==> src/rtl/yawpc_pkg.sv <==
// Shared types, constants and fixed-point helpers for the yaw/pitch camera block.
// No dependencies; every other file in rtl/ imports this package.
`timescale 1ns / 1ps

package yawpc_pkg;

  localparam int ANG_W   = 25;
  localparam int PITCH_W = 24;
  localparam int DELTA_W = 16;
  localparam int SENS_W  = 16;
  localparam int COMP_W  = 16;
  localparam int Q30_W   = 32;
  localparam int Z_W     = 26;
  localparam int SUM_W   = 35;
  localparam int RED_W   = 34;

  localparam int YAW_HALF     = 11796480;
  localparam int YAW_TURN     = 23592960;
  localparam int QUARTER_TURN = 5898240;
  localparam int PITCH_LIMIT  = 5832704;
  localparam int BIAS_TURNS   = 128;
  localparam int RED_STEPS    = 9;
  localparam int RED_CNT_W    = $clog2(RED_STEPS);

  localparam logic signed [SUM_W-1:0] YAW_BIAS =
    SUM_W'(longint'(YAW_HALF) + longint'(BIAS_TURNS) * longint'(YAW_TURN));

  localparam logic [SENS_W-1:0]        SENS_RESET = 16'd6554;
  localparam logic signed [ANG_W-1:0]  YAW_RESET  = ANG_W'(-QUARTER_TURN);

  localparam int GAIN_Q30   = 652032874;
  localparam int ATAN_N     = 30;
  localparam int ATAN_IDX_W = 5;
  localparam int ATAN_W     = 22;

  localparam int Q_DEPTH = 2;
  localparam int QPTR_W  = $clog2(Q_DEPTH);

  localparam int MUL_N = 4;
  localparam int MUL_CNT_W = $clog2(MUL_N + 1);

  typedef enum logic [2:0] {
    F_IDLE,
    F_MUL,
    F_SUM,
    F_RED,
    F_PUSH
  } front_state_e;

  typedef enum logic [1:0] {
    B_IDLE,
    B_ROT,
    B_MUL,
    B_OUT
  } back_state_e;

  typedef struct packed {
    logic signed [ANG_W-1:0]   yaw;
    logic signed [PITCH_W-1:0] pitch;
  } angles_t;

  typedef struct packed {
    logic signed [ANG_W-1:0]   yaw_angle;
    logic signed [PITCH_W-1:0] pitch_angle;
    logic signed [COMP_W-1:0]  view_x;
    logic signed [COMP_W-1:0]  view_y;
    logic signed [COMP_W-1:0]  view_z;
    logic signed [COMP_W-1:0]  right_x;
    logic signed [COMP_W-1:0]  right_y;
    logic signed [COMP_W-1:0]  right_z;
    logic signed [COMP_W-1:0]  up_x;
    logic signed [COMP_W-1:0]  up_y;
    logic signed [COMP_W-1:0]  up_z;
  } result_t;

  // atan(2^-i) in 1/65536 degree
  function automatic logic [ATAN_W-1:0] atan_deg(input logic [ATAN_IDX_W-1:0] idx);
    logic [ATAN_W-1:0] v;
    begin
      unique case (idx)
        5'd0:  v = 22'd2949120;
        5'd1:  v = 22'd1740967;
        5'd2:  v = 22'd919879;
        5'd3:  v = 22'd466945;
        5'd4:  v = 22'd234379;
        5'd5:  v = 22'd117304;
        5'd6:  v = 22'd58666;
        5'd7:  v = 22'd29335;
        5'd8:  v = 22'd14668;
        5'd9:  v = 22'd7334;
        5'd10: v = 22'd3667;
        5'd11: v = 22'd1833;
        5'd12: v = 22'd917;
        5'd13: v = 22'd458;
        5'd14: v = 22'd229;
        5'd15: v = 22'd115;
        5'd16: v = 22'd57;
        5'd17: v = 22'd29;
        5'd18: v = 22'd14;
        5'd19: v = 22'd7;
        5'd20: v = 22'd4;
        5'd21: v = 22'd2;
        5'd22: v = 22'd1;
        default: v = '0;
      endcase
      return v;
    end
  endfunction

  // Q2.30 -> Q1.15, round half up, saturate
  function automatic logic signed [COMP_W-1:0] q30_to_q15(input logic signed [Q30_W-1:0] v);
    logic signed [Q30_W:0] t;
    logic signed [17:0]    s;
    begin
      t = $signed({v[Q30_W-1], v}) + 33'sd16384;
      s = 18'(t >>> 15);
      if (s > 18'sd32767) return 16'sd32767;
      if (s < -18'sd32768) return -16'sd32768;
      return 16'(s);
    end
  endfunction

  // Q4.60 product -> Q1.15, round half up, saturate
  function automatic logic signed [COMP_W-1:0] prod_to_q15(input logic signed [63:0] v);
    logic signed [63:0] t;
    logic signed [18:0] s;
    begin
      t = v + (64'sd1 <<< 44);
      s = 19'(t >>> 45);
      if (s > 19'sd32767) return 16'sd32767;
      if (s < -19'sd32768) return -16'sd32768;
      return 16'(s);
    end
  endfunction

endpackage

==> src/rtl/yawpc_front.sv <==
// Front end: takes mouse words, scales deltas, wraps yaw and clamps pitch.
// Holds the yaw/pitch accumulators and pushes angle pairs to the queue. Uses yawpc_pkg.
`timescale 1ns / 1ps

module yawpc_front (
  input  logic                            clk_i,
  input  logic                            rst_ni,
  input  logic                            in_valid_i,
  output logic                            in_stall_o,
  input  logic signed [yawpc_pkg::DELTA_W-1:0] delta_x_i,
  input  logic signed [yawpc_pkg::DELTA_W-1:0] delta_y_i,
  input  logic [yawpc_pkg::SENS_W-1:0]    sens_i,
  output logic                            push_o,
  output yawpc_pkg::angles_t              push_data_o,
  input  logic                            full_i
);
  import yawpc_pkg::*;

  localparam logic [RED_W-1:0]        TURN_R    = RED_W'(YAW_TURN);
  localparam logic [ANG_W-1:0]        HALF_A    = ANG_W'(YAW_HALF);
  localparam logic signed [SUM_W-1:0] PITCH_MAX = SUM_W'(PITCH_LIMIT);
  localparam logic signed [SUM_W-1:0] PITCH_MIN = SUM_W'(-PITCH_LIMIT);

  front_state_e state_q, state_d;

  logic signed [DELTA_W-1:0]     dx_q, dy_q;
  logic signed [DELTA_W+SENS_W:0] prod_x_q, prod_y_q;
  logic signed [DELTA_W+SENS_W:0] prod_x_d, prod_y_d;
  logic [RED_W-1:0]              u_q;
  logic [RED_CNT_W-1:0]          red_cnt_q;
  logic signed [ANG_W-1:0]       yaw_q;
  logic signed [PITCH_W-1:0]     pitch_q;

  logic signed [SUM_W-1:0] yaw_sum, pitch_sum;
  logic signed [PITCH_W-1:0] pitch_clamp;
  logic [RED_W-1:0] sub_val, red_val;
  logic accept, push;

  assign prod_x_d = dx_q * $signed({1'b0, sens_i});
  assign prod_y_d = dy_q * $signed({1'b0, sens_i});

  assign yaw_sum = $signed({{(SUM_W-ANG_W){yaw_q[ANG_W-1]}}, yaw_q})
                 + $signed({{(SUM_W-DELTA_W-SENS_W-1){prod_x_q[DELTA_W+SENS_W]}}, prod_x_q})
                 + YAW_BIAS;

  assign pitch_sum = $signed({{(SUM_W-PITCH_W){pitch_q[PITCH_W-1]}}, pitch_q})
                   + $signed({{(SUM_W-DELTA_W-SENS_W-1){prod_y_q[DELTA_W+SENS_W]}}, prod_y_q});

  always_comb begin
    if (pitch_sum > PITCH_MAX) begin
      pitch_clamp = PITCH_W'(PITCH_MAX);
    end else if (pitch_sum < PITCH_MIN) begin
      pitch_clamp = PITCH_W'(PITCH_MIN);
    end else begin
      pitch_clamp = PITCH_W'(pitch_sum);
    end
  end

  assign sub_val = TURN_R << red_cnt_q;
  assign red_val = (u_q >= sub_val) ? (u_q - sub_val) : u_q;

  always_comb begin
    state_d = state_q;
    unique case (state_q)
      F_IDLE:  if (in_valid_i) state_d = F_MUL;
      F_MUL:   state_d = F_SUM;
      F_SUM:   state_d = F_RED;
      F_RED:   if (red_cnt_q == '0) state_d = F_PUSH;
      F_PUSH:  if (!full_i) state_d = F_IDLE;
      default: state_d = F_IDLE;
    endcase
  end

  always_comb begin
    in_stall_o = 1'b1;
    push       = 1'b0;
    unique case (state_q)
      F_IDLE:  in_stall_o = 1'b0;
      F_PUSH:  push = !full_i;
      default: ;
    endcase
  end

  assign accept            = in_valid_i && !in_stall_o;
  assign push_o            = push;
  assign push_data_o.yaw   = yaw_q;
  assign push_data_o.pitch = pitch_q;

  always_ff @(posedge clk_i or negedge rst_ni) begin
    if (!rst_ni) begin
      state_q   <= F_IDLE;
      yaw_q     <= YAW_RESET;
      pitch_q   <= '0;
      red_cnt_q <= '0;
    end else begin
      state_q <= state_d;
      if (state_q == F_SUM) begin
        pitch_q   <= pitch_clamp;
        red_cnt_q <= RED_CNT_W'(RED_STEPS - 1);
      end else if (state_q == F_RED) begin
        red_cnt_q <= red_cnt_q - 1'b1;
        if (red_cnt_q == '0) yaw_q <= ANG_W'(red_val) - HALF_A;
      end
    end
  end

  always_ff @(posedge clk_i) begin
    if (accept) begin
      dx_q <= delta_x_i;
      dy_q <= delta_y_i;
    end
    if (state_q == F_MUL) begin
      prod_x_q <= prod_x_d;
      prod_y_q <= prod_y_d;
    end
    if (state_q == F_SUM) begin
      u_q <= RED_W'(yaw_sum);
    end else if (state_q == F_RED) begin
      u_q <= red_val;
    end
  end

endmodule

==> config.mk <==
export PLATFORM = sky130hd
export DESIGN_NAME = yawpc_front
export DESIGN_NICKNAME = d
export VERILOG_FILES = /design/src/rtl/yawpc_pkg.sv /design/src/rtl/yawpc_front.sv
export SDC_FILE = /design/constraint.sdc
export NUM_CORES = 2
export LEC_CHECK = 0
export ABC_AREA = 1
export BUFFER_PORTS_ARGS = -buffer_cell sky130_fd_sc_hd__buf_2
export CORE_UTILIZATION = 55
export DETAILED_ROUTE_END_ITERATION = 6
export GPL_TIMING_DRIVEN = 0
export HOLD_SLACK_MARGIN = 0.15
export PLACE_DENSITY = 0.75
export SYNTH_ARGS = -nofsm -noshare
export SYNTH_HDL_FRONTEND = slang
export SYNTH_SLANG_ARGS = --single-unit
==> constraint.sdc <==
create_clock -name clk_i -period 11.1 [get_ports clk_i]
set_input_delay 2.22 -clock clk_i [delete_from_list [all_inputs] [get_ports clk_i]]
set_output_delay 2.22 -clock clk_i [all_outputs]
set_load 0.1 [all_outputs]
==> summary.md <==
## Global route
- 2 — antenna violations before repair
- 0 — total grt overflow
- 25300 — via count of the first global-routing pass
- 29.6% — Global Route Usage Sum
- 57 — largest net degree at the start of global routing
- 129 mm — wire length of the first global-routing pass

## Timing
- 8.28 ns — final period demand of the worst path
- 0.0199 ns — setup skew after layout
- 0.121 GHz — highest attainable clock frequency
- 0 — Fin. Hold Viols
- no — RSZ-0062 raised after global routing
- 0 — max-slew violation total from the final report
- 74.6% — ratio of final minimum period to clock period
- 16.2% — Slew HR
- 0.451 ns — Post-Route Hold Slack
- 1.24 ns — Worst Tran Pin Value
- 0 ns — TNS Setup
- 0 — Final Setup Violations

## Synthesis
- fa_1 — dominant cell type by area after synthesis
- 4746 — total nets after synthesis
- 57 — Distinct cells, synth
- 0.0306 mm2 — netlist area before placement
- 0 — warnings from Yosys
- 7.77 um2 — average instance area after synthesis
- 132 — number of flops mapped to enable cells by yosys
- edfxtp_1 — dominant synthesized flop cell
- 29.8% — FFs w/ async S/R, synth
- 25.5% — area share of the leading cell type in the synthesized netlist
- fa_1 (26%), ha_1 (15%), nand2_1 (13%) — largest cells by area after synthesis
- 188 — post-synthesis register bit count
- 17.6% — sequential element share of the synthesized area
- 3937 — cell count after synthesis

## Clock network
- clkbuf_16 — buffer type at the clock tree root
- 0 — Post-CTS Setup Repair Bufs
- 188 — clk sinks
- 4 — number of levels the H-tree was split into
- 0.51 ns — worst skew pair latency
- 2 — Max Buffers Root-to-Sink
- 17 — number of buffers created by CTS
- 0 — post-cts sizing count
- done — clock tree from TritonCTS
- 0.08 ns — clock slew seen by the registers of the worst setup and hold paths
- 0 — cts-stage hold buffer count

## Cells and area
- 4934 — fillcell total
- 0 — antenna diode count
- 0.0327 mm2 — cell area after layout
- 7.06% — P&R area growth vs syn
- 4875 — Post-layout nets
- 0.0210 mm2 — area taken by multi-input logic gates
- 0.00537 mm2 — footprint of the flip-flops and latches
- 5.15% — proportion of layout cells with a drive suffix above 1
- 4827 — final cell count without fillers
- nand2_1 — most frequent standard cell in the layout excluding fill and tap cells
- nand2_1 (1060), inv_1 (973), fa_1 (390) — leading cell types in the layout, fill and taps excluded

## Routing
- 0 — final routed DRC violation total
- 0 — antenna-violating nets left
- 80.4 mm — wire length after detailed routing
- 2378 — number of design-rule violations left by the first detailed-router iteration
- 6 — number of search-and-repair iterations in the first detailed-routing pass
- 25600 — vias after detailed routing
- 16.6 um — final routed wire length divided by cell count
- 5.30 — DR vias/cell

## Placed design
- 0.0322 mm2 — placed inst area
- 67.0 mm — dpl hpwl
- 0.942 — Final GP Congestion
- 4795 — Post-Place Cells
- 102 — Port Buffer Count

## Worst setup path
- 23 — number of cells on the worst reg-to-reg path
- primary input — kind of launch point of the worst setup path
- sens_i[6] — launch point of the worst path
- 4.09 ns — setup slack on the worst flop-to-flop path
- flip-flop — critical path capture point type
- 8.55 ns — Critical Path AT
- prod_x_q[29] — end point of the critical path
- in2reg — critical path class
- 11.37 ns — required time at the worst-slack endpoint
- dx_q[2] — worst reg2reg path startpoint
- prod_x_q[29] — worst flop-to-flop path endpoint
- 10 — Max FO, Critical Path

## Floorplan
- 238 um — Die Width
- 0.0566 mm2 — floorplan die area
- 0.0550 mm2 — core box area
- 55.6% — effective utilization at floorplan
- 86 — Rows
- 238 um — die boundary height
- 103 — ports placed on the boundary

## Job
- 0 — max cap viols

## Hold path
- reg2reg — type of the most critical hold path

## Run status
- finished, final reports clean — outcome

-- stage by stage --
step                worst slack (ns)  util [%]
floorplan                       3.54         -
global placement                2.60      58.3
detailed placement              2.50      58.5
CTS                             3.03      59.6
global route                    2.50      59.6
finish                          2.82      59.6
-- layer usage --
layer	track usage [%]	share of wire [%]	wire length, um
met3	5.83	9.2	7390
met5	0	0.012	10
met2	46.6	45	36000
met4	11.6	3.6	2920
met1	40.4	42	34100
-- cells in the mapped netlist, types with 3 or more instances --
| cell | n |
|---|---|
| nand2_1 | 1060 |
| inv_1 | 973 |
| fa_1 | 390 |
| ha_1 | 367 |
| nor2_1 | 168 |
| a21oi_1 | 157 |
| edfxtp_1 | 132 |
| clkbuf_1 | 124 |
| o21ai_0 | 107 |
| nand3_1 | 101 |
| xor2_1 | 59 |
| dfrtp_1 | 51 |
| xnor2_1 | 35 |
| nor3_1 | 22 |
| nand4_1 | 19 |
| nand2_2 | 15 |
| a21o_1 | 14 |
| o21bai_1 | 11 |
| a31oi_1 | 10 |
| nor4_1 | 9 |
| or2_2 | 9 |
| nand3b_1 | 8 |
| nor2_2 | 8 |
| o21a_1 | 8 |
| o21ai_1 | 6 |
| a221oi_1 | 5 |
| dfstp_2 | 5 |
| inv_2 | 5 |
| nand3_2 | 5 |
| o22ai_1 | 5 |
| o211ai_1 | 4 |
| buf_6 | 3 |
| clkinv_1 | 3 |
| nor3_2 | 3 |
| o221ai_1 | 3 |
| o31ai_1 | 3 |
-- cell type report --
class                      instances  area share, %
inverter                         981           11.2
sequential                       188           16.4
tap                              748           2.86
buffer                           133           1.62
timing repair buffer             110           1.92
clock buffer                      18           1.31
multi-input combinational       2635           64.2
clock inverter                    14          0.462
-- worst max-delay path, cell delays in order --
cell	delay (ns)
buf_2	0.15
clkbuf_1	0.66
nand2_1	0.19
fa_1	0.56
inv_1	0.05
fa_1	0.54
fa_1	0.45
fa_1	0.47
fa_1	0.49
inv_1	0.05
fa_1	0.47
inv_1	0.04
ha_1	0.36
nand2_1	0.12
inv_1	0.10
nand2_1	0.08
nor3_1	0.17
a21oi_1	0.19
o21ai_0	0.45
nand3_1	0.13
nand2_1	0.14
a31oi_1	0.10
xnor2_1	0.35
-- cell families (layout without fill, tap and decap cells) --
logic type                 after synthesis  in the layout  share of synthesized area (%)
muxes                                    1              1                         0.0327
and+or+nand+nor                       1432           1432                           18.9
xor gates and xnor gates                96             96                           2.80
DFF                                    188            188                           17.6
adders and majority gates              757            757                           40.5
AOI/OAI and AO/OA                      349            349                           6.41
buffers and inverters                 1114           1256                           13.8
-- sequential cells by signal (all words and copies together) (netlist names) --
| register | cells |
|---|---|
| dx_q | 16 |
| prod_y_q | 33 |
| prod_x_q | 33 |
| state_q | 3 |
| red_cnt_q | 4 |
| dy_q | 16 |
| pitch_q | 24 |
| yaw_q | 25 |
| u_q | 34 |
-- how the worst min path moves through the flow --
| stage | startpoint | cells after the start | end | slack [ns] |
|---|---|---|---|---|
| after detailed placement | u_q[0] | 2 | yaw_q[0] | 0.44 |
| after global placement | u_q[0] | 2 | yaw_q[0] | 0.43 |
| after CTS | u_q[0] | 2 | yaw_q[0] | 0.45 |
| final | u_q[0] | 2 | yaw_q[0] | 0.45 |
| after global routing | u_q[0] | 2 | yaw_q[0] | 0.48 |
| after floorplan | u_q[0] | 2 | yaw_q[0] | 0.43 |
Power is not shown: default switching activity piles up to over one toggle a cycle in this logic, so the estimate is an artifact.
