[config.mk]
export PLATFORM = sky130hd
export DESIGN_NAME = yawpc_back
export DESIGN_NICKNAME = d
export VERILOG_FILES = /design/src/rtl/yawpc_pkg.sv /design/src/rtl/yawpc_cordic.sv /design/src/rtl/yawpc_back.sv
export SDC_FILE = /design/constraint.sdc
export NUM_CORES = 2
export LEC_CHECK = 0
export CAP_MARGIN = 40
export CORE_MARGIN = 10
export CORE_UTILIZATION = 40
export CTS_CLUSTER_SIZE = 14
export DETAILED_ROUTE_END_ITERATION = 12
export DONT_BUFFER_PORTS = 1
export SYNTH_ARGS = -nofsm -noshare
export SYNTH_HDL_FRONTEND = slang
export SYNTH_HIERARCHICAL = 1
export SYNTH_SLANG_ARGS = --single-unit
[constraint.sdc]
create_clock -name clk_i -period 21.2 [get_ports clk_i]
set_clock_uncertainty 0.2 [all_clocks]
set_input_delay 1.06 -clock clk_i [delete_from_list [all_inputs] [get_ports clk_i]]
set_output_delay 1.06 -clock clk_i [all_outputs]
set_load 0.02 [all_outputs]
[src/rtl/yawpc_pkg.sv]
// Shared types, constants and fixed-point helpers for the yaw/pitch camera block.
// No dependencies; every other file in rtl/ imports this package.
`timescale 1ns / 1ps

package yawpc_pkg;

  localparam int ANG_W   = 25;
  localparam int PITCH_W = 24;
  localparam int DELTA_W = 16;
  localparam int SENS_W  = 16;
  localparam int COMP_W  = 16;
  localparam int Q30_W   = 32;
  localparam int Z_W     = 26;
  localparam int SUM_W   = 35;
  localparam int RED_W   = 34;

  localparam int YAW_HALF     = 11796480;
  localparam int YAW_TURN     = 23592960;
  localparam int QUARTER_TURN = 5898240;
  localparam int PITCH_LIMIT  = 5832704;
  localparam int BIAS_TURNS   = 128;
  localparam int RED_STEPS    = 9;
  localparam int RED_CNT_W    = $clog2(RED_STEPS);

  localparam logic signed [SUM_W-1:0] YAW_BIAS =
    SUM_W'(longint'(YAW_HALF) + longint'(BIAS_TURNS) * longint'(YAW_TURN));

  localparam logic [SENS_W-1:0]        SENS_RESET = 16'd6554;
  localparam logic signed [ANG_W-1:0]  YAW_RESET  = ANG_W'(-QUARTER_TURN);

  localparam int GAIN_Q30   = 652032874;
  localparam int ATAN_N     = 30;
  localparam int ATAN_IDX_W = 5;
  localparam int ATAN_W     = 22;

  localparam int Q_DEPTH = 2;
  localparam int QPTR_W  = $clog2(Q_DEPTH);

  localparam int MUL_N = 4;
  localparam int MUL_CNT_W = $clog2(MUL_N + 1);

  typedef enum logic [2:0] {
    F_IDLE,
    F_MUL,
    F_SUM,
    F_RED,
    F_PUSH
  } front_state_e;

  typedef enum logic [1:0] {
    B_IDLE,
    B_ROT,
    B_MUL,
    B_OUT
  } back_state_e;

  typedef struct packed {
    logic signed [ANG_W-1:0]   yaw;
    logic signed [PITCH_W-1:0] pitch;
  } angles_t;

  typedef struct packed {
    logic signed [ANG_W-1:0]   yaw_angle;
    logic signed [PITCH_W-1:0] pitch_angle;
    logic signed [COMP_W-1:0]  view_x;
    logic signed [COMP_W-1:0]  view_y;
    logic signed [COMP_W-1:0]  view_z;
    logic signed [COMP_W-1:0]  right_x;
    logic signed [COMP_W-1:0]  right_y;
    logic signed [COMP_W-1:0]  right_z;
    logic signed [COMP_W-1:0]  up_x;
    logic signed [COMP_W-1:0]  up_y;
    logic signed [COMP_W-1:0]  up_z;
  } result_t;

  // atan(2^-i) in 1/65536 degree
  function automatic logic [ATAN_W-1:0] atan_deg(input logic [ATAN_IDX_W-1:0] idx);
    logic [ATAN_W-1:0] v;
    begin
      unique case (idx)
        5'd0:  v = 22'd2949120;
        5'd1:  v = 22'd1740967;
        5'd2:  v = 22'd919879;
        5'd3:  v = 22'd466945;
        5'd4:  v = 22'd234379;
        5'd5:  v = 22'd117304;
        5'd6:  v = 22'd58666;
        5'd7:  v = 22'd29335;
        5'd8:  v = 22'd14668;
        5'd9:  v = 22'd7334;
        5'd10: v = 22'd3667;
        5'd11: v = 22'd1833;
        5'd12: v = 22'd917;
        5'd13: v = 22'd458;
        5'd14: v = 22'd229;
        5'd15: v = 22'd115;
        5'd16: v = 22'd57;
        5'd17: v = 22'd29;
        5'd18: v = 22'd14;
        5'd19: v = 22'd7;
        5'd20: v = 22'd4;
        5'd21: v = 22'd2;
        5'd22: v = 22'd1;
        default: v = '0;
      endcase
      return v;
    end
  endfunction

  // Q2.30 -> Q1.15, round half up, saturate
  function automatic logic signed [COMP_W-1:0] q30_to_q15(input logic signed [Q30_W-1:0] v);
    logic signed [Q30_W:0] t;
    logic signed [17:0]    s;
    begin
      t = $signed({v[Q30_W-1], v}) + 33'sd16384;
      s = 18'(t >>> 15);
      if (s > 18'sd32767) return 16'sd32767;
      if (s < -18'sd32768) return -16'sd32768;
      return 16'(s);
    end
  endfunction

  // Q4.60 product -> Q1.15, round half up, saturate
  function automatic logic signed [COMP_W-1:0] prod_to_q15(input logic signed [63:0] v);
    logic signed [63:0] t;
    logic signed [18:0] s;
    begin
      t = v + (64'sd1 <<< 44);
      s = 19'(t >>> 45);
      if (s > 19'sd32767) return 16'sd32767;
      if (s < -19'sd32768) return -16'sd32768;
      return 16'(s);
    end
  endfunction

endpackage

[src/rtl/yawpc_cordic.sv]
// Iterative rotation-mode CORDIC: sine and cosine in Q2.30, one step per cycle.
// Uses yawpc_pkg for the arctangent table and gain constant.
`timescale 1ns / 1ps

module yawpc_cordic #(
  parameter int STEPS = 16
) (
  input  logic                                 clk_i,
  input  logic                                 rst_ni,
  input  logic                                 start_i,
  input  logic signed [yawpc_pkg::ANG_W-1:0]   angle_i,
  output logic                                 done_o,
  output logic signed [yawpc_pkg::Q30_W-1:0]   sin_o,
  output logic signed [yawpc_pkg::Q30_W-1:0]   cos_o
);
  import yawpc_pkg::*;

  localparam int N = (STEPS > ATAN_N) ? ATAN_N : STEPS;
  localparam logic signed [Z_W-1:0] QUARTER_Z = Z_W'(QUARTER_TURN);
  localparam logic signed [Z_W-1:0] HALF_Z    = Z_W'(YAW_HALF);

  logic busy_q, done_q, flip_q;
  logic [ATAN_IDX_W-1:0] i_q;
  logic signed [Q30_W-1:0] x_q, y_q, xs, ys;
  logic signed [Z_W-1:0] z_q, ang, z0, atan_z;
  logic flip0, last;

  assign ang = $signed({{(Z_W-ANG_W){angle_i[ANG_W-1]}}, angle_i});

  always_comb begin
    z0    = ang;
    flip0 = 1'b0;
    if (ang > QUARTER_Z) begin
      z0    = ang - HALF_Z;
      flip0 = 1'b1;
    end else if (ang < -QUARTER_Z) begin
      z0    = ang + HALF_Z;
      flip0 = 1'b1;
    end
  end

  assign xs     = x_q >>> i_q;
  assign ys     = y_q >>> i_q;
  assign atan_z = $signed(Z_W'(atan_deg(i_q)));
  assign last   = (i_q == ATAN_IDX_W'(N - 1));

  always_ff @(posedge clk_i or negedge rst_ni) begin
    if (!rst_ni) begin
      busy_q <= 1'b0;
      done_q <= 1'b0;
      i_q    <= '0;
    end else begin
      done_q <= busy_q && last;
      if (start_i) begin
        busy_q <= 1'b1;
        i_q    <= '0;
      end else if (busy_q) begin
        i_q <= i_q + 1'b1;
        if (last) busy_q <= 1'b0;
      end
    end
  end

  always_ff @(posedge clk_i) begin
    if (start_i) begin
      x_q    <= Q30_W'(GAIN_Q30);
      y_q    <= '0;
      z_q    <= z0;
      flip_q <= flip0;
    end else if (busy_q) begin
      if (!z_q[Z_W-1]) begin
        x_q <= x_q - ys;
        y_q <= y_q + xs;
        z_q <= z_q - atan_z;
      end else begin
        x_q <= x_q + ys;
        y_q <= y_q - xs;
        z_q <= z_q + atan_z;
      end
    end
  end

  assign done_o = done_q;
  assign sin_o  = flip_q ? -y_q : y_q;
  assign cos_o  = flip_q ? -x_q : x_q;

endmodule

[src/rtl/yawpc_back.sv]
// Back end: pops angle pairs, runs two CORDICs, forms the basis vectors with one
// shared multiplier and holds the result word for the output. Uses yawpc_pkg, yawpc_cordic.
`timescale 1ns / 1ps

module yawpc_back #(
  parameter int CORDIC_STEPS = 16
) (
  input  logic               clk_i,
  input  logic               rst_ni,
  input  logic               empty_i,
  output logic               pop_o,
  input  yawpc_pkg::angles_t head_i,
  output logic               out_valid_o,
  input  logic               out_stall_i,
  output yawpc_pkg::result_t result_o
);
  import yawpc_pkg::*;

  back_state_e state_q, state_d;

  angles_t item_q;
  logic [MUL_CNT_W-1:0] mul_cnt_q;
  logic signed [63:0] prod_q, prod_d;
  logic signed [Q30_W-1:0] mul_a, mul_b;
  logic signed [COMP_W-1:0] res_q [MUL_N];
  logic [1:0] res_idx;
  result_t out_q;
  logic out_valid_q, out_free, load, pop;

  logic done_y, done_p;
  logic signed [Q30_W-1:0] sy, cy, sp, cp;

  yawpc_cordic #(.STEPS(CORDIC_STEPS)) u_cordic_yaw (
    .clk_i   (clk_i),
    .rst_ni  (rst_ni),
    .start_i (pop),
    .angle_i (head_i.yaw),
    .done_o  (done_y),
    .sin_o   (sy),
    .cos_o   (cy)
  );

  yawpc_cordic #(.STEPS(CORDIC_STEPS)) u_cordic_pitch (
    .clk_i   (clk_i),
    .rst_ni  (rst_ni),
    .start_i (pop),
    .angle_i ($signed({head_i.pitch[PITCH_W-1], head_i.pitch})),
    .done_o  (done_p),
    .sin_o   (sp),
    .cos_o   (cp)
  );

  always_comb begin
    case (mul_cnt_q)
      3'd0:    begin mul_a = cy;  mul_b = cp; end
      3'd1:    begin mul_a = sy;  mul_b = cp; end
      3'd2:    begin mul_a = -cy; mul_b = sp; end
      3'd3:    begin mul_a = -sy; mul_b = sp; end
      default: begin mul_a = '0;  mul_b = '0; end
    endcase
  end

  assign prod_d  = mul_a * mul_b;
  assign res_idx = 2'(mul_cnt_q - 1'b1);
  assign out_free = !out_valid_q || !out_stall_i;

  always_comb begin
    state_d = state_q;
    unique case (state_q)
      B_IDLE:  if (!empty_i) state_d = B_ROT;
      B_ROT:   if (done_y && done_p) state_d = B_MUL;
      B_MUL:   if (mul_cnt_q == MUL_CNT_W'(MUL_N)) state_d = B_OUT;
      B_OUT:   if (out_free) state_d = B_IDLE;
      default: state_d = B_IDLE;
    endcase
  end

  always_comb begin
    pop  = 1'b0;
    load = 1'b0;
    unique case (state_q)
      B_IDLE:  pop = !empty_i;
      B_OUT:   load = out_free;
      default: ;
    endcase
  end

  assign pop_o = pop;

  always_ff @(posedge clk_i or negedge rst_ni) begin
    if (!rst_ni) begin
      state_q     <= B_IDLE;
      mul_cnt_q   <= '0;
      out_valid_q <= 1'b0;
    end else begin
      state_q <= state_d;
      if (state_q == B_ROT) begin
        mul_cnt_q <= '0;
      end else if (state_q == B_MUL) begin
        mul_cnt_q <= mul_cnt_q + 1'b1;
      end
      if (load) begin
        out_valid_q <= 1'b1;
      end else if (!out_stall_i) begin
        out_valid_q <= 1'b0;
      end
    end
  end

  always_ff @(posedge clk_i) begin
    if (pop) item_q <= head_i;
    if (state_q == B_MUL) begin
      if (mul_cnt_q != MUL_CNT_W'(MUL_N)) prod_q <= prod_d;
      if (mul_cnt_q != '0) res_q[res_idx] <= prod_to_q15(prod_q);
    end
    if (load) begin
      out_q.yaw_angle   <= item_q.yaw;
      out_q.pitch_angle <= item_q.pitch;
      out_q.view_x      <= res_q[0];
      out_q.view_y      <= q30_to_q15(sp);
      out_q.view_z      <= res_q[1];
      out_q.right_x     <= q30_to_q15(-sy);
      out_q.right_y     <= '0;
      out_q.right_z     <= q30_to_q15(cy);
      out_q.up_x        <= res_q[2];
      out_q.up_y        <= q30_to_q15(cp);
      out_q.up_z        <= res_q[3];
    end
  end

  assign out_valid_o = out_valid_q;
  assign result_o    = out_q;

endmodule

==> run summary <==
Number of fill cells in the layout - 19765
Clk sink count - 512
Largest area contributor in the netlist - fa_1
Commonest cells after routing, fill and taps aside - inv_1 (1359), fa_1 (1086), nor2_1 (990), nand2_1 (893), ha_1 (413)
Hold path depth - 0
Final Hold Viols - 0
FFs w/ async S/R, synth - 3.906%
Die area - 222600 um^2
Core ar. - 202500 um^2
Area Overhead vs Synth - 6.818%
Crit path required time - 21.44 ns
WS Path Type - flip-flop to flip-flop
Routed WL - 304100 um
Fin nets - 10486
Die Ht - 471.8 um
Period utilization - 66.17%
Slew Limit Fails - 0
Final Worst Setup Slack - 7.173 ns
Area occupied by multi-input gates - 60320 um^2
Htree depth - 3
RSZ-0062 raised after global routing - false
Max Fclk - 71.29 MHz
Drt drc - 0
Die X - 471.8 um
Via density - 5.899
Worst-skew pair later-pin latency - 0.73 ns
Post-synth EDFFs - 364
Crit-path most repeated cell - fa_1
CP delay by family, top - simple AND/OR/NAND/NOR gates
Status - finished, final reports clean
Main synth FF type - edfxtp_1
Worst Max-Slew Pin Slew - 1.106 ns
Vias in the first global route - 70112
Dpl ws - 7.147 ns
Syn Inst Count - 9156
Fin Hold WS - 0.2119 ns
Layout Utilization - 43.06%
Number of synthesized register bits - 512
Max Cap Viol - 0
Reg-to-reg critical path endpoint - prod_q[63]
Antenna viol nets, final - 0
Hold Path End - result_o[159]
CP Buf/Inv Count - 5
CTS Buffer Depth - 3
Flop2flop setup slack - 7.17 ns
Worst reg2reg path depth - 38
Top cells by area, synth - fa_1 (27%), edfxtp_1 (13%), ha_1 (6.3%)
DRT iter0 DRCs - 6394
Register Area - 14020 um^2
Final setup fails - 0
Total number of yosys warnings - 6
Post-synthesis area per instance - 8.917 um^2
Hold Path Class - flip-flop to flip-flop
Final HPWL DP - 234900 um
Grt ovf - 0
Minimum clock period - 14.03 ns
Setup_tns - 0 ns
Hold wc startpoint - item_q[15]
Critical path fanouts, max - 15
Top cell type's share of synthesized area - 26.65%
Initial antenna violation count - 8
DR vias - 68793
CTS buffer count - 67
Crit path DAT - 14.27 ns
Clk Tree Root Cell - clkbuf_16
Layout cells sized above 1 - 7.602%
Port bufs - 0
Sequential share of the synthesized area - 17.14%
Final GP Congestion - 1.003
Largest net degree at the start of global routing - 89
First-pass GRT wire length - 456200 um
Most common cell after layout, fill and taps aside - inv_1
CP max stage delay - 0.81 ns
CTS tree - yes
Clock transition at path regs - 0.06 ns
Slew HR - 26.29%
Initial Util - 40.31%
Crit-path slowest cell - nor4_1
Worst r2r src - u_cordic_yaw/y_q[3]
Post-CTS sizing - 0
Tot GR Track Use - 26.76%
Row count - 165
CP Launch Type - flip-flop
IO Count - 248
Mapped Area - 81640 um^2
Crit end category - flip-flop
Synth cell types - 119
Detailed Routing Iterations Pass 1 - 8
Wire per inst - 26.08 um
sequential cells by signal (all words and copies together) (netlist names), 2 cells and up:
register            flops
item_q                 49
mul_cnt_q               3
prod_q                 20
res_q                  64
result_o              177
state_q                 2
u_cordic_pitch/i_q      5
u_cordic_pitch/x_q     32
u_cordic_pitch/y_q     32
u_cordic_pitch/z_q     26
u_cordic_yaw/i_q        5
u_cordic_yaw/x_q       32
u_cordic_yaw/y_q       32
u_cordic_yaw/z_q       26
cell type report:
class | count | area share (%)
clock inverter | 47 | 0.6743
tap | 2672 | 3.834
clock buffer | 75 | 2.003
timing repair buffer | 242 | 2.353
inverter | 1365 | 5.875
multi-input combinational | 6744 | 69.17
sequential | 512 | 16.08
antenna | 5 | 0.01435
worst reg2reg max path: cells and delay by family, from the launching register on:
family	cells	cell delay, ns
buf+inv	5	1.22
mux	1	0.21
compound gates	4	1.48
simple gates	17	5.27
fa+ha+maj	9	4.53
flops	1	0.41
xor+xnor	2	0.44
cell usage after synthesis, drive strengths merged, types with 160 or more instances:
library cell  count
xor2            198
nand2           893
nor2            994
o21ai           389
inv            1362
a21oi           375
xnor2           363
edfxtp          364
fa             1087
buf             160
ha              414
clkbuf          390
what timing repair did:
action	4_1_cts	5_1_grt
setup buffers	0	0
hold buffers	2	0
endpoints found under the hold margin	20	0
how the worst max path moves through the flow:
stage | from | to | slack, ns | cells after the start
after floorplan | out_stall_i | result_o[0] | 6.20 | 1
after global placement | u_cordic_yaw/y_q[2] | prod_q[63] | 7.39 | 38
after detailed placement | u_cordic_yaw/y_q[2] | prod_q[63] | 7.15 | 38
after CTS | u_cordic_yaw/y_q[2] | prod_q[63] | 7.13 | 38
after global routing | u_cordic_yaw/y_q[3] | prod_q[63] | 6.14 | 38
final | u_cordic_yaw/y_q[3] | prod_q[63] | 7.17 | 38
cells by family (layout without fill, tap and decap cells):
group / count (synthesis) / count (layout) / synth area share (%)
fa+ha+maj: 1501 / 1501 / 33.00
mux: 305 / 305 / 5.904
other cells: 1 / 21 / 0.004593
flops: 512 / 512 / 17.14
buf+inv: 1915 / 1729 / 9.340
simple gates: 2681 / 2681 / 14.85
xor+xnor: 561 / 561 / 6.018
compound gates: 1680 / 1680 / 13.75
routing by layer:
metal / routed length (um) / global-route usage [%] / part of all wire (%) / up-vias
li1: - / - / - / 29984
met1: 122700 / 35.33 / 40 / 34633
met2: 134100 / 41.59 / 44 / 3411
met3: 29370 / 5.876 / 9.7 / 761
met4: 18000 / 12.98 / 5.9 / 4
met5: 15 / 0 / 0.0049 / -
metrics by stage:
stage | instance area [um^2] | cells
floorplan | 81700 | 9171
global placement | 84250 | 11485
detailed placement | 84790 | 11530
CTS | 87160 | 11654
global route | 87190 | 11657
finish | 87210 | 11662
Power is not shown: default switching activity piles up to over one toggle a cycle in this logic, so the estimate is an artifact.
