**src/rtl/yawpc_pkg.sv**
```systemverilog
// Shared types, constants and fixed-point helpers for the yaw/pitch camera block.
// No dependencies; every other file in rtl/ imports this package.
`timescale 1ns / 1ps

package yawpc_pkg;

  localparam int ANG_W   = 25;
  localparam int PITCH_W = 24;
  localparam int DELTA_W = 16;
  localparam int SENS_W  = 16;
  localparam int COMP_W  = 16;
  localparam int Q30_W   = 32;
  localparam int Z_W     = 26;
  localparam int SUM_W   = 35;
  localparam int RED_W   = 34;

  localparam int YAW_HALF     = 11796480;
  localparam int YAW_TURN     = 23592960;
  localparam int QUARTER_TURN = 5898240;
  localparam int PITCH_LIMIT  = 5832704;
  localparam int BIAS_TURNS   = 128;
  localparam int RED_STEPS    = 9;
  localparam int RED_CNT_W    = $clog2(RED_STEPS);

  localparam logic signed [SUM_W-1:0] YAW_BIAS =
    SUM_W'(longint'(YAW_HALF) + longint'(BIAS_TURNS) * longint'(YAW_TURN));

  localparam logic [SENS_W-1:0]        SENS_RESET = 16'd6554;
  localparam logic signed [ANG_W-1:0]  YAW_RESET  = ANG_W'(-QUARTER_TURN);

  localparam int GAIN_Q30   = 652032874;
  localparam int ATAN_N     = 30;
  localparam int ATAN_IDX_W = 5;
  localparam int ATAN_W     = 22;

  localparam int Q_DEPTH = 2;
  localparam int QPTR_W  = $clog2(Q_DEPTH);

  localparam int MUL_N = 4;
  localparam int MUL_CNT_W = $clog2(MUL_N + 1);

  typedef enum logic [2:0] {
    F_IDLE,
    F_MUL,
    F_SUM,
    F_RED,
    F_PUSH
  } front_state_e;

  typedef enum logic [1:0] {
    B_IDLE,
    B_ROT,
    B_MUL,
    B_OUT
  } back_state_e;

  typedef struct packed {
    logic signed [ANG_W-1:0]   yaw;
    logic signed [PITCH_W-1:0] pitch;
  } angles_t;

  typedef struct packed {
    logic signed [ANG_W-1:0]   yaw_angle;
    logic signed [PITCH_W-1:0] pitch_angle;
    logic signed [COMP_W-1:0]  view_x;
    logic signed [COMP_W-1:0]  view_y;
    logic signed [COMP_W-1:0]  view_z;
    logic signed [COMP_W-1:0]  right_x;
    logic signed [COMP_W-1:0]  right_y;
    logic signed [COMP_W-1:0]  right_z;
    logic signed [COMP_W-1:0]  up_x;
    logic signed [COMP_W-1:0]  up_y;
    logic signed [COMP_W-1:0]  up_z;
  } result_t;

  // atan(2^-i) in 1/65536 degree
  function automatic logic [ATAN_W-1:0] atan_deg(input logic [ATAN_IDX_W-1:0] idx);
    logic [ATAN_W-1:0] v;
    begin
      unique case (idx)
        5'd0:  v = 22'd2949120;
        5'd1:  v = 22'd1740967;
        5'd2:  v = 22'd919879;
        5'd3:  v = 22'd466945;
        5'd4:  v = 22'd234379;
        5'd5:  v = 22'd117304;
        5'd6:  v = 22'd58666;
        5'd7:  v = 22'd29335;
        5'd8:  v = 22'd14668;
        5'd9:  v = 22'd7334;
        5'd10: v = 22'd3667;
        5'd11: v = 22'd1833;
        5'd12: v = 22'd917;
        5'd13: v = 22'd458;
        5'd14: v = 22'd229;
        5'd15: v = 22'd115;
        5'd16: v = 22'd57;
        5'd17: v = 22'd29;
        5'd18: v = 22'd14;
        5'd19: v = 22'd7;
        5'd20: v = 22'd4;
        5'd21: v = 22'd2;
        5'd22: v = 22'd1;
        default: v = '0;
      endcase
      return v;
    end
  endfunction

  // Q2.30 -> Q1.15, round half up, saturate
  function automatic logic signed [COMP_W-1:0] q30_to_q15(input logic signed [Q30_W-1:0] v);
    logic signed [Q30_W:0] t;
    logic signed [17:0]    s;
    begin
      t = $signed({v[Q30_W-1], v}) + 33'sd16384;
      s = 18'(t >>> 15);
      if (s > 18'sd32767) return 16'sd32767;
      if (s < -18'sd32768) return -16'sd32768;
      return 16'(s);
    end
  endfunction

  // Q4.60 product -> Q1.15, round half up, saturate
  function automatic logic signed [COMP_W-1:0] prod_to_q15(input logic signed [63:0] v);
    logic signed [63:0] t;
    logic signed [18:0] s;
    begin
      t = v + (64'sd1 <<< 44);
      s = 19'(t >>> 45);
      if (s > 19'sd32767) return 16'sd32767;
      if (s < -19'sd32768) return -16'sd32768;
      return 16'(s);
    end
  endfunction

endpackage

```
**src/rtl/yawpc_queue.sv**
```systemverilog
// Two-entry queue of angle pairs between the front end and the vector unit.
// Uses yawpc_pkg for the entry type and depth.
`timescale 1ns / 1ps

module yawpc_queue (
  input  logic               clk_i,
  input  logic               rst_ni,
  input  logic               push_i,
  input  yawpc_pkg::angles_t push_data_i,
  output logic               full_o,
  input  logic               pop_i,
  output yawpc_pkg::angles_t head_o,
  output logic               empty_o
);
  import yawpc_pkg::*;

  angles_t mem_q [Q_DEPTH];

  logic [QPTR_W-1:0] wr_ptr_q, rd_ptr_q;
  logic [QPTR_W:0]   count_q;

  assign full_o  = (count_q == (QPTR_W+1)'(Q_DEPTH));
  assign empty_o = (count_q == '0);
  assign head_o  = mem_q[rd_ptr_q];

  always_ff @(posedge clk_i or negedge rst_ni) begin
    if (!rst_ni) begin
      wr_ptr_q <= '0;
      rd_ptr_q <= '0;
      count_q  <= '0;
    end else begin
      if (push_i) wr_ptr_q <= wr_ptr_q + 1'b1;
      if (pop_i)  rd_ptr_q <= rd_ptr_q + 1'b1;
      if (push_i && !pop_i) begin
        count_q <= count_q + 1'b1;
      end else if (pop_i && !push_i) begin
        count_q <= count_q - 1'b1;
      end
    end
  end

  always_ff @(posedge clk_i) begin
    if (push_i) mem_q[wr_ptr_q] <= push_data_i;
  end

endmodule

```
**config.mk**
```make
export PLATFORM = sky130hd
export DESIGN_NAME = yawpc_queue
export DESIGN_NICKNAME = d
export VERILOG_FILES = /design/src/rtl/yawpc_pkg.sv /design/src/rtl/yawpc_queue.sv
export SDC_FILE = /design/constraint.sdc
export NUM_CORES = 1
export LEC_CHECK = 0
export BUFFER_PORTS_ARGS = -buffer_cell sky130_fd_sc_hd__buf_4
export CAP_MARGIN = 15
export CORE_AREA = 2 2 101 103
export DETAILED_ROUTE_END_ITERATION = 16
export DIE_AREA = 0 0 103 105
export PLACE_DENSITY_LB_ADDON = 0.2
export SLEW_MARGIN = 5
export SYNTH_ARGS = -nofsm -noshare
export SYNTH_HDL_FRONTEND = slang
export SYNTH_SLANG_ARGS = --single-unit
export TNS_END_PERCENT = 100
```
**constraint.sdc**
```tcl
create_clock -name clk_i -period 4.1 [get_ports clk_i]
set_input_delay 0.205 -clock clk_i [delete_from_list [all_inputs] [get_ports clk_i]]
set_output_delay 0.205 -clock clk_i [all_outputs]
set_load 0.03 [all_outputs]
```
==> run metrics, run 1 <==
run status completed; routed length per placed instance 15.24 um; clk sinks 102; vias in the first global route 1835; routed via count 1842; max cap viols 0; Detailed Place HPWL 4.206 mm; GPL Wtd Cong 0.6435; Vias/cell 4.417; ranking of synthesized cells by area edfxtp_1, mux2_4, buf_12, dfrtp_1, xor2_1; Worst-Skew Late Latency 0.35 ns; Post CTS Setup Buffer Count 0; final period utilization 53.29%; Max Root-Sink Buffers 2; # DRC 0; worst-margin pin slew 0.9416 ns; RSZ-0062 raised after global routing no; Num CTS Buffers 9; Placement Setup Slack 2.224 ns; Hold Slack 0.03351 ns; Root Buffer Master clkbuf_8; Fin. Hold Viols 0; final setup vio count 0; minimum clock period 2.185 ns; Cells after DPL 401; Synth top cells by count edfxtp_1, mux2_4, buf_12, dfrtp_1, xor2_1; Die X 103 um; Mapped Area 0.003976 mm2; CTS tree yes; setup TNS 0 ns; Core Area 0.009639 mm2; CP arrival 1.98 ns; met1 Track Usage GR 14.85%; worst hold path startpoint push_data_i[18]; post-route ant nets 0; Power per Cell Area 696.8 mW/mm2; M2 GR Usage 18.92%; Starting DRT DRC Count 85; Rel. slew slack 37.23%; Async SR Flop Fraction 3.922%; filler-free cell count of the finished design 417; Reg2Reg Depth 2; Mapped Nets 223; reg2reg end mem_q[0][33]; I/O pin total 104; Hold Path Depth 1; HP Class in -> reg; met3 usage 4.013%; Highest Clock Rate 457.7 MHz; worst path cell trace mux2_4, buf_4; area delta synth->final 25.71%; Synth Instances 169; critical path peak fanout 50; GRT Total Usage 11.99%; Worst path max stage delay 1.02 ns; setup slack, reg-to-reg 2.27 ns; crit path kind reg -> out; CTS clk-pin slew, worst paths 0.09 ns; share of layout cells above drive strength 1 59.86%; WP data required 3.89 ns; peak supply drop 0.4365 mV; Cell Area, Placed 0.004832 mm2; Synth Flop Type edfxtp_1; NumNets Final 334; CP endpoint kind primary output; Final WS setup 1.915 ns; Pre-antenna DRT Iters 4; die height 105 um; Max Transition Viols Final 0; Worst Path Buf+Inv 1; Initial Utilization 41.25%; cell with the most instances after synthesis edfxtp_1; DIE AREA 0.01082 mm2; largest net degree at the start of global routing 51; Crit path max-delay family flip-flops; syn avg cell area 23.53 um2; finished layout cell area 0.004999 mm2; post-route clock skew 0.007098 ns; leakage power 2.003 nW; first-pass GRT wire length 9.515 mm; CP max-delay cell dfrtp_4; EDFF count, synth 98; initial antenna violation count 0; Critical R2R Launch wr_ptr_q; Synth Register Bits 102; final wirelength 6.356 mm; floorplan row count 36; Hold Path Sink mem_q[0][18]; sequential area share after synthesis 76.53%; CTS H-tree depth 3; YS warnings 0; Synth top area share 74.01%; grt total ovfl 0; synth unique cells 12; Post-CTS Resized 0; WP depth 2; Worst setup SP type flop; Antenna Cells 0; area leader, netlist edfxtp_1; PortBufs 103; busiest grt layer met2
[final cells by class]
| class | count | area, um2 |
|---|---|---|
| inverter | 1 | 3.754 |
| timing repair buffer | 106 | 798.3 |
| tap | 133 | 166.4 |
| multi-input combinational | 60 | 827.0 |
| clock buffer | 11 | 131.4 |
| fill | 797 | 4641 |
| clock inverter | 4 | 25.02 |
| sequential | 102 | 3047 |
[logic make-up after synthesis]
family,after synthesis,synth area share (%)
xor+xnor,5,1.101
fa+ha+maj,1,0.3146
buf+inv,7,2.895
flops,102,76.53
mux,49,18.50
simple gates,5,0.6609
[layout by cell type (no fill, tap or decap), drive strengths merged]
master	Yosys	final
buf	6	105
edfxtp	98	98
mux2	49	49
clkbuf	0	11
xor2	4	4
dfrtp	4	4
nor2	2	2
clkinvlp	0	2
clkinv	0	2
nor2b	2	2
inv	1	1
and2	1	1
xnor2	1	1
ha	1	1
dlygate4sd3	0	1
[repair_timing]
item                                   in CTS  in global routing
endpoints found under the hold margin       4                  0
setup endpoints to repair                   0                  0
hold buffers                                1                  0
[layer usage]
layer / part of all wire [%] / vias up
met5: 0 / -
met4: 1.5 / 0
met3: 6.9 / 10
met2: 49 / 64
met1: 42 / 895
li1: - / 873
[per-stage QoR]
step	power, W	utilization (%)
after global placement	0.003003	50.13
after CTS	0.003536	51.86
after global routing	0.003655	51.86
final	0.003483	51.86
after detailed placement	0.003013	50.13
after floorplan	0.002645	-
[worst reg2reg max path: cells and delay by family (launching register included)]
family        cells  cell delay (ns)
flops             1             0.43
simple gates      1             0.60
buf+inv           1             0.47
[where the power goes]
group | internal (W) | switching, W | total [W]
Combinational | 0.000676 | 0.000709 | 0.00139
Clock | 0.000216 | 0.000307 | 0.000522
Sequential | 0.00139 | 0.000190 | 0.00158
Total | 0.00228 | 0.00121 | 0.00348
[worst max path at each step]
stage                        start           end  slack [ns]
after global placement    wr_ptr_q  mem_q[0][47]        2.23
after global routing      rd_ptr_q    head_o[48]        1.83
after detailed placement  wr_ptr_q  mem_q[0][47]        2.22
after floorplan           wr_ptr_q   mem_q[0][0]        1.05
after CTS                 rd_ptr_q    head_o[25]        1.89
final                     rd_ptr_q    head_o[25]        1.91
[state kept, by name (all words and copies together) (netlist names)]
name	flops
rd_ptr_q	1
mem_q	98
wr_ptr_q	1
count_q	2
Power figures use the tool's default switching activity.
==> run 2, diff against run 1 <==
--- a/config.mk
+++ b/config.mk
@@ -5,6 +5,7 @@
 export SDC_FILE = /design/constraint.sdc
 export NUM_CORES = 1
 export LEC_CHECK = 0
+export ABC_AREA = 1
 export BUFFER_PORTS_ARGS = -buffer_cell sky130_fd_sc_hd__buf_4
 export CAP_MARGIN = 15
 export CORE_AREA = 2 2 101 103
==> constraint.sdc (replaced) <==
create_clock -name clk_i -period 2.24 [get_ports clk_i]
set_input_delay 0.112 -clock clk_i [delete_from_list [all_inputs] [get_ports clk_i]]
set_output_delay 0.112 -clock clk_i [all_outputs]
set_load 0.03 [all_outputs]
==> run metrics, run 2 <==
cell with the most instances after synthesis edfxtp_1; run status completed; grt total ovfl 0; Hold Buf Count CTS 52; Core Area 0.009639 mm2; post-route ant nets 0; NumNets Final 396; Synth Instances 178; Post-CTS Resized 0; Detailed Place HPWL 4.494 mm; Root Buffer Master clkbuf_8; routed via count 2068; CTS H-tree depth 3; max cap viols 0; final setup vio count 0; share of layout cells above drive strength 1 50.43%; minimum clock period 1.977 ns; Antenna Cells 0; final wirelength 7.053 mm; P_sw 0.002345 W; Max Root-Sink Buffers 2; Die X 103 um; PortBufs 103; critical path peak fanout 33; vias in the first global route 2176; top flop regs mem_q (98), count_q (2); Clock Power Share 15.9%; Post CTS Setup Buffer Count 0; Synth top area share 73.64%; worst-margin pin slew 0.4379 ns; CTS clk-pin slew, worst paths 0.09 ns; setup TNS 0 ns; Internal 0.004273 W; leakage power 2.276 nW; YS warnings 0; Synth top cells by count edfxtp_1, mux2_4, inv_1, buf_12, nand2_1; Worst-Skew Late Latency 0.37 ns; clk sinks 102; combinational share of power 42.8%; floorplan row count 36; Worst setup SP type flop; Initial Utilization 41.46%; WP data required 2.13 ns; filler-free cell count of the finished design 480; ranking of synthesized cells by area edfxtp_1, mux2_4, buf_12, dfrtp_1, inv_1; CP arrival 1.87 ns; GPL Wtd Cong 0.6887; die height 105 um; Synth Register Bits 102; Starting DRT DRC Count 26; post-route clock skew 0.01096 ns; Largest Register mem_q; Pre-antenna DRT Iters 4; commonest non-fill, non-tap cell in the layout buf_4; syn avg cell area 22.45 um2; Critical R2R Launch wr_ptr_q; routed length per placed instance 14.69 um; flip-flop count of the largest register after layout 98; setup slack, reg-to-reg 0.88 ns; Fin. Hold Viols 0; most frequent cells in the layout buf_4, edfxtp_1, dlygate4sd3_1; crit path kind reg -> out; Reg power frac 41.3%; I/O pin total 104; DIE AREA 0.01082 mm2; Mapped Area 0.003996 mm2; GRT Total Usage 13.44%; sequential area share after synthesis 76.14%; Reg2Reg Depth 3; HP Class in -> async; final period utilization 88.27%; Async SR Flop Fraction 3.922%; largest net degree at the start of global routing 38; EDFF count, synth 98; first-pass GRT wire length 10.67 mm; area delta synth->final 39.92%; area leader, netlist edfxtp_1; RSZ-0062 raised after global routing no; Cells after DPL 412; reg2reg end mem_q[1][17]; Num CTS Buffers 9; CP endpoint kind primary output; Sw Ratio 35.44%; CTS tree yes; Highest Clock Rate 505.8 MHz; Mapped Nets 232; Power per Cell Area 1184 mW/mm2; Synth Flop Type edfxtp_1; synth unique cells 13; # DRC 0; peak supply drop 0.6110 mV; initial antenna violation count 0; Rel. slew slack 70.81%; Max Transition Viols Final 0; Vias/cell 4.308
[run 2: critical path, cell delays in order, from the launching register on]
cell and delay [ns]:
dfrtp_4 0.66, buf_12 0.31, mux2_4 0.34, buf_4 0.17
[run 2: worst max-delay path by stage]
| stage | from | endpoint | slack [ns] | cells after the start |
|---|---|---|---|---|
| after detailed placement | rd_ptr_q | head_o[38] | 0.63 | 3 |
| after CTS | rd_ptr_q | head_o[8] | 0.22 | 3 |
| after global placement | rd_ptr_q | head_o[38] | 0.64 | 3 |
| final | rd_ptr_q | head_o[21] | 0.26 | 3 |
| after floorplan | wr_ptr_q | mem_q[0][0] | 0.13 | 1 |
| after global routing | rd_ptr_q | head_o[38] | 0.18 | 3 |
[run 2: cell families (layout without fill, tap and decap cells)]
family	Yosys count	after routing	synth area share (%)
fa+ha+maj	1	1	0.3130
mux	49	49	18.41
xor+xnor	3	3	0.6576
simple gates	10	10	1.033
flops	102	102	76.14
buf+inv	13	182	3.444
[run 2: power by group through the flow]
| stage | Sequential (W) | Clock (W) | Combinational [W] |
|---|---|---|---|
| 3_3_place_gp | 0.00277 | 0 | 0.00280 |
| 4_1_cts | 0.00274 | 0.00108 | 0.00288 |
| 2_1_floorplan | 0.00267 | 0 | 0.00217 |
| 5_1_grt | 0.00277 | 0.00116 | 0.00299 |
| 6_report | 0.00273 | 0.00105 | 0.00283 |
| 3_5_place_dp | 0.00279 | 0 | 0.00280 |
[run 2: final cells by class]
class,count,area (um2)
Tap cell,133,166.4
Fill cell,799,4048
Timing Repair Buffer,159,1349
Clock buffer,9,123.9
Inverter,7,26.28
Sequential cell,102,3047
Clock inverter,7,56.30
Multi-Input combinational cell,63,823.3
[run 2: metrics by stage]
step | worst slack (ns) | hold WS, ns | util (%) | instance area (um2) | total power [W]
floorplan | 0.1276 | -0.1836 | - | 3999 | 0.004840
global placement | 0.6364 | -0.08666 | 50.74 | 4891 | 0.005562
detailed placement | 0.6299 | -0.08419 | 50.74 | 4891 | 0.005583
CTS | 0.2203 | 0.05686 | 58.01 | 5592 | 0.006700
global route | 0.1782 | 0.05834 | 58.01 | 5592 | 0.006927
finish | 0.2628 | 0.06816 | 58.01 | 5592 | 0.006618
[run 2: per-layer routing]
metal	part of all wire, %	track usage (%)	up-vias
li1	-	-	1007
met1	40	15.45	990
met2	53	23.01	62
met3	5.5	4.147	9
met4	1.4	5.357	0
met5	0	0	-
==> run 3, diff against run 2 <==
==> constraint.sdc (replaced) <==
create_clock -name clk_i -period 2.25 [get_ports clk_i]
set_input_delay 0.1125 -clock clk_i [delete_from_list [all_inputs] [get_ports clk_i]]
set_output_delay 0.1125 -clock clk_i [all_outputs]
set_load 0.03 [all_outputs]
==> run metrics, run 3 (synthesis results as in run 2) <==
run status completed; # DRC 0; Worst path max stage delay 0.69 ns; I/O pin total 104; most frequent cells in the layout buf_4, edfxtp_1, dlygate4sd3_1; Highest Clock Rate 501.6 MHz; share of layout cells above drive strength 1 50.57%; CP max-delay cell dfrtp_4; worst-margin pin slew 0.4765 ns; commonest non-fill, non-tap cell in the layout buf_4; GPL Wtd Cong 0.6891; WP data required 2.14 ns; final setup vio count 0; die height 105 um; Antenna Cells 0; DIE AREA 0.01082 mm2; Sw Ratio 35.66%; area delta synth->final 40.01%; Power per Cell Area 1184 mW/mm2; leakage power 2.281 nW; clk sinks 102; Die X 103 um; Max Root-Sink Buffers 2; Worst-Skew Late Latency 0.36 ns; routed length per placed instance 15.04 um; Vias/cell 4.451; Largest Register mem_q; initial antenna violation count 0; largest net degree at the start of global routing 35; Reg power frac 41.3%; post-route ant nets 0; post-route clock skew 0.01300 ns; setup TNS 0 ns; critical path peak fanout 31; crit path kind reg -> out; routed via count 2141; Util after Layout 58.05%; Root Buffer Master clkbuf_8; Reg2Reg Depth 2; CTS clk-pin slew, worst paths 0.10 ns; Core Area 0.009639 mm2; max cap viols 0; final period utilization 88.61%; Critical path origin rd_ptr_q; finished layout cell area 0.005595 mm2; Detailed Place HPWL 4.668 mm; crit path capture head_o[25]; P_sw 0.002362 W; WP depth 3; setup slack, reg-to-reg 0.91 ns; Fin. Hold Viols 0; Post-CTS Resized 0; CP arrival 1.88 ns; RSZ-0062 raised after global routing no; peak supply drop 0.6196 mV; PortBufs 103; Critical R2R Launch wr_ptr_q; Initial Utilization 41.46%; reg2reg end mem_q[0][46]; Clock Power Share 16.4%; first-pass GRT wire length 10.87 mm; Crit path max-delay family flip-flops; GRT Total Usage 13.49%; CP endpoint kind primary output; Num CTS Buffers 9; Pre-antenna DRT Iters 4; floorplan row count 36; top flop regs mem_q (98), count_q (2); grt total ovfl 0; NumNets Final 397; combinational share of power 42.3%; CTS H-tree depth 3; Max Transition Viols Final 0; CTS tree yes; Worst setup SP type flop; minimum clock period 1.994 ns; final wirelength 7.232 mm; HP Class in -> async; flip-flop count of the largest register after layout 98; Starting DRT DRC Count 72; Cell Area, Placed 0.004886 mm2; worst path cell trace buf_12, mux2_4, buf_4; Worst Path Buf+Inv 2; Rel. slew slack 68.23%; vias in the first global route 2187; Internal 0.004262 W
==> run 3: worst register-to-register path: stages (launching register included) <==
cell     delay (ns)
dfrtp_1        0.44
nor2_4         0.12
buf_4          0.42
==> run 3: worst min path at each step <==
stage / startpoint / endpoint / slack, ns
finish: rst_ni / rd_ptr_q / 0.10
global route: rst_ni / rd_ptr_q / 0.09
CTS: rst_ni / rd_ptr_q / 0.06
detailed placement: rst_ni / count_q[1] / -0.09
global placement: rst_ni / count_q[1] / -0.09
floorplan: rst_ni / count_q[0] / -0.18
==> run 3: power groups by stage <==
| stage | logic (W) | registers [W] | clock network [W] |
|---|---|---|---|
| floorplan | 0.00216 | 0.00266 | 0 |
| global placement | 0.00275 | 0.00277 | 0 |
| CTS | 0.00285 | 0.00275 | 0.00112 |
| global route | 0.00296 | 0.00278 | 0.00119 |
| detailed placement | 0.00277 | 0.00279 | 0 |
| finish | 0.00280 | 0.00274 | 0.00109 |
==> run 3: per-stage QoR <==
stage          hold WS [ns]  setup WS [ns]  total power, W  std cells
4_1_cts             0.06154         0.2131        0.006713        481
3_5_place_dp       -0.08638         0.6193        0.005562        413
6_report             0.1024         0.2563        0.006624        481
5_1_grt             0.08637         0.1724        0.006919        481
3_3_place_gp       -0.08723         0.6216        0.005527        413
2_1_floorplan       -0.1831         0.1376        0.004819        178
==> run 3: final cells by class <==
type / count / area (um2)
Fill cell: 778 / 4044
Sequential cell: 102 / 3047
Timing Repair Buffer: 160 / 1344
Multi-Input combinational cell: 63 / 823.3
Tap cell: 133 / 166.4
Clock buffer: 9 / 123.9
Clock inverter: 7 / 65.06
Inverter: 7 / 26.28
==> run 3: per-layer routing <==
metal / global-route usage, % / vias to the layer above / part of all wire [%]
met2: 22.45 / 67 / 51
met4: 5.733 / 0 / 2.0
met1: 16.82 / 1050 / 43
met3: 2.876 / 14 / 4.6
li1: - / 1010 / -
met5: 0 / - / 0
==> run 3: what timing repair did <==
action	4_1_cts	5_1_grt
endpoints found under the hold margin	104	0
buffers inserted	0	0
hold buffers	52	0
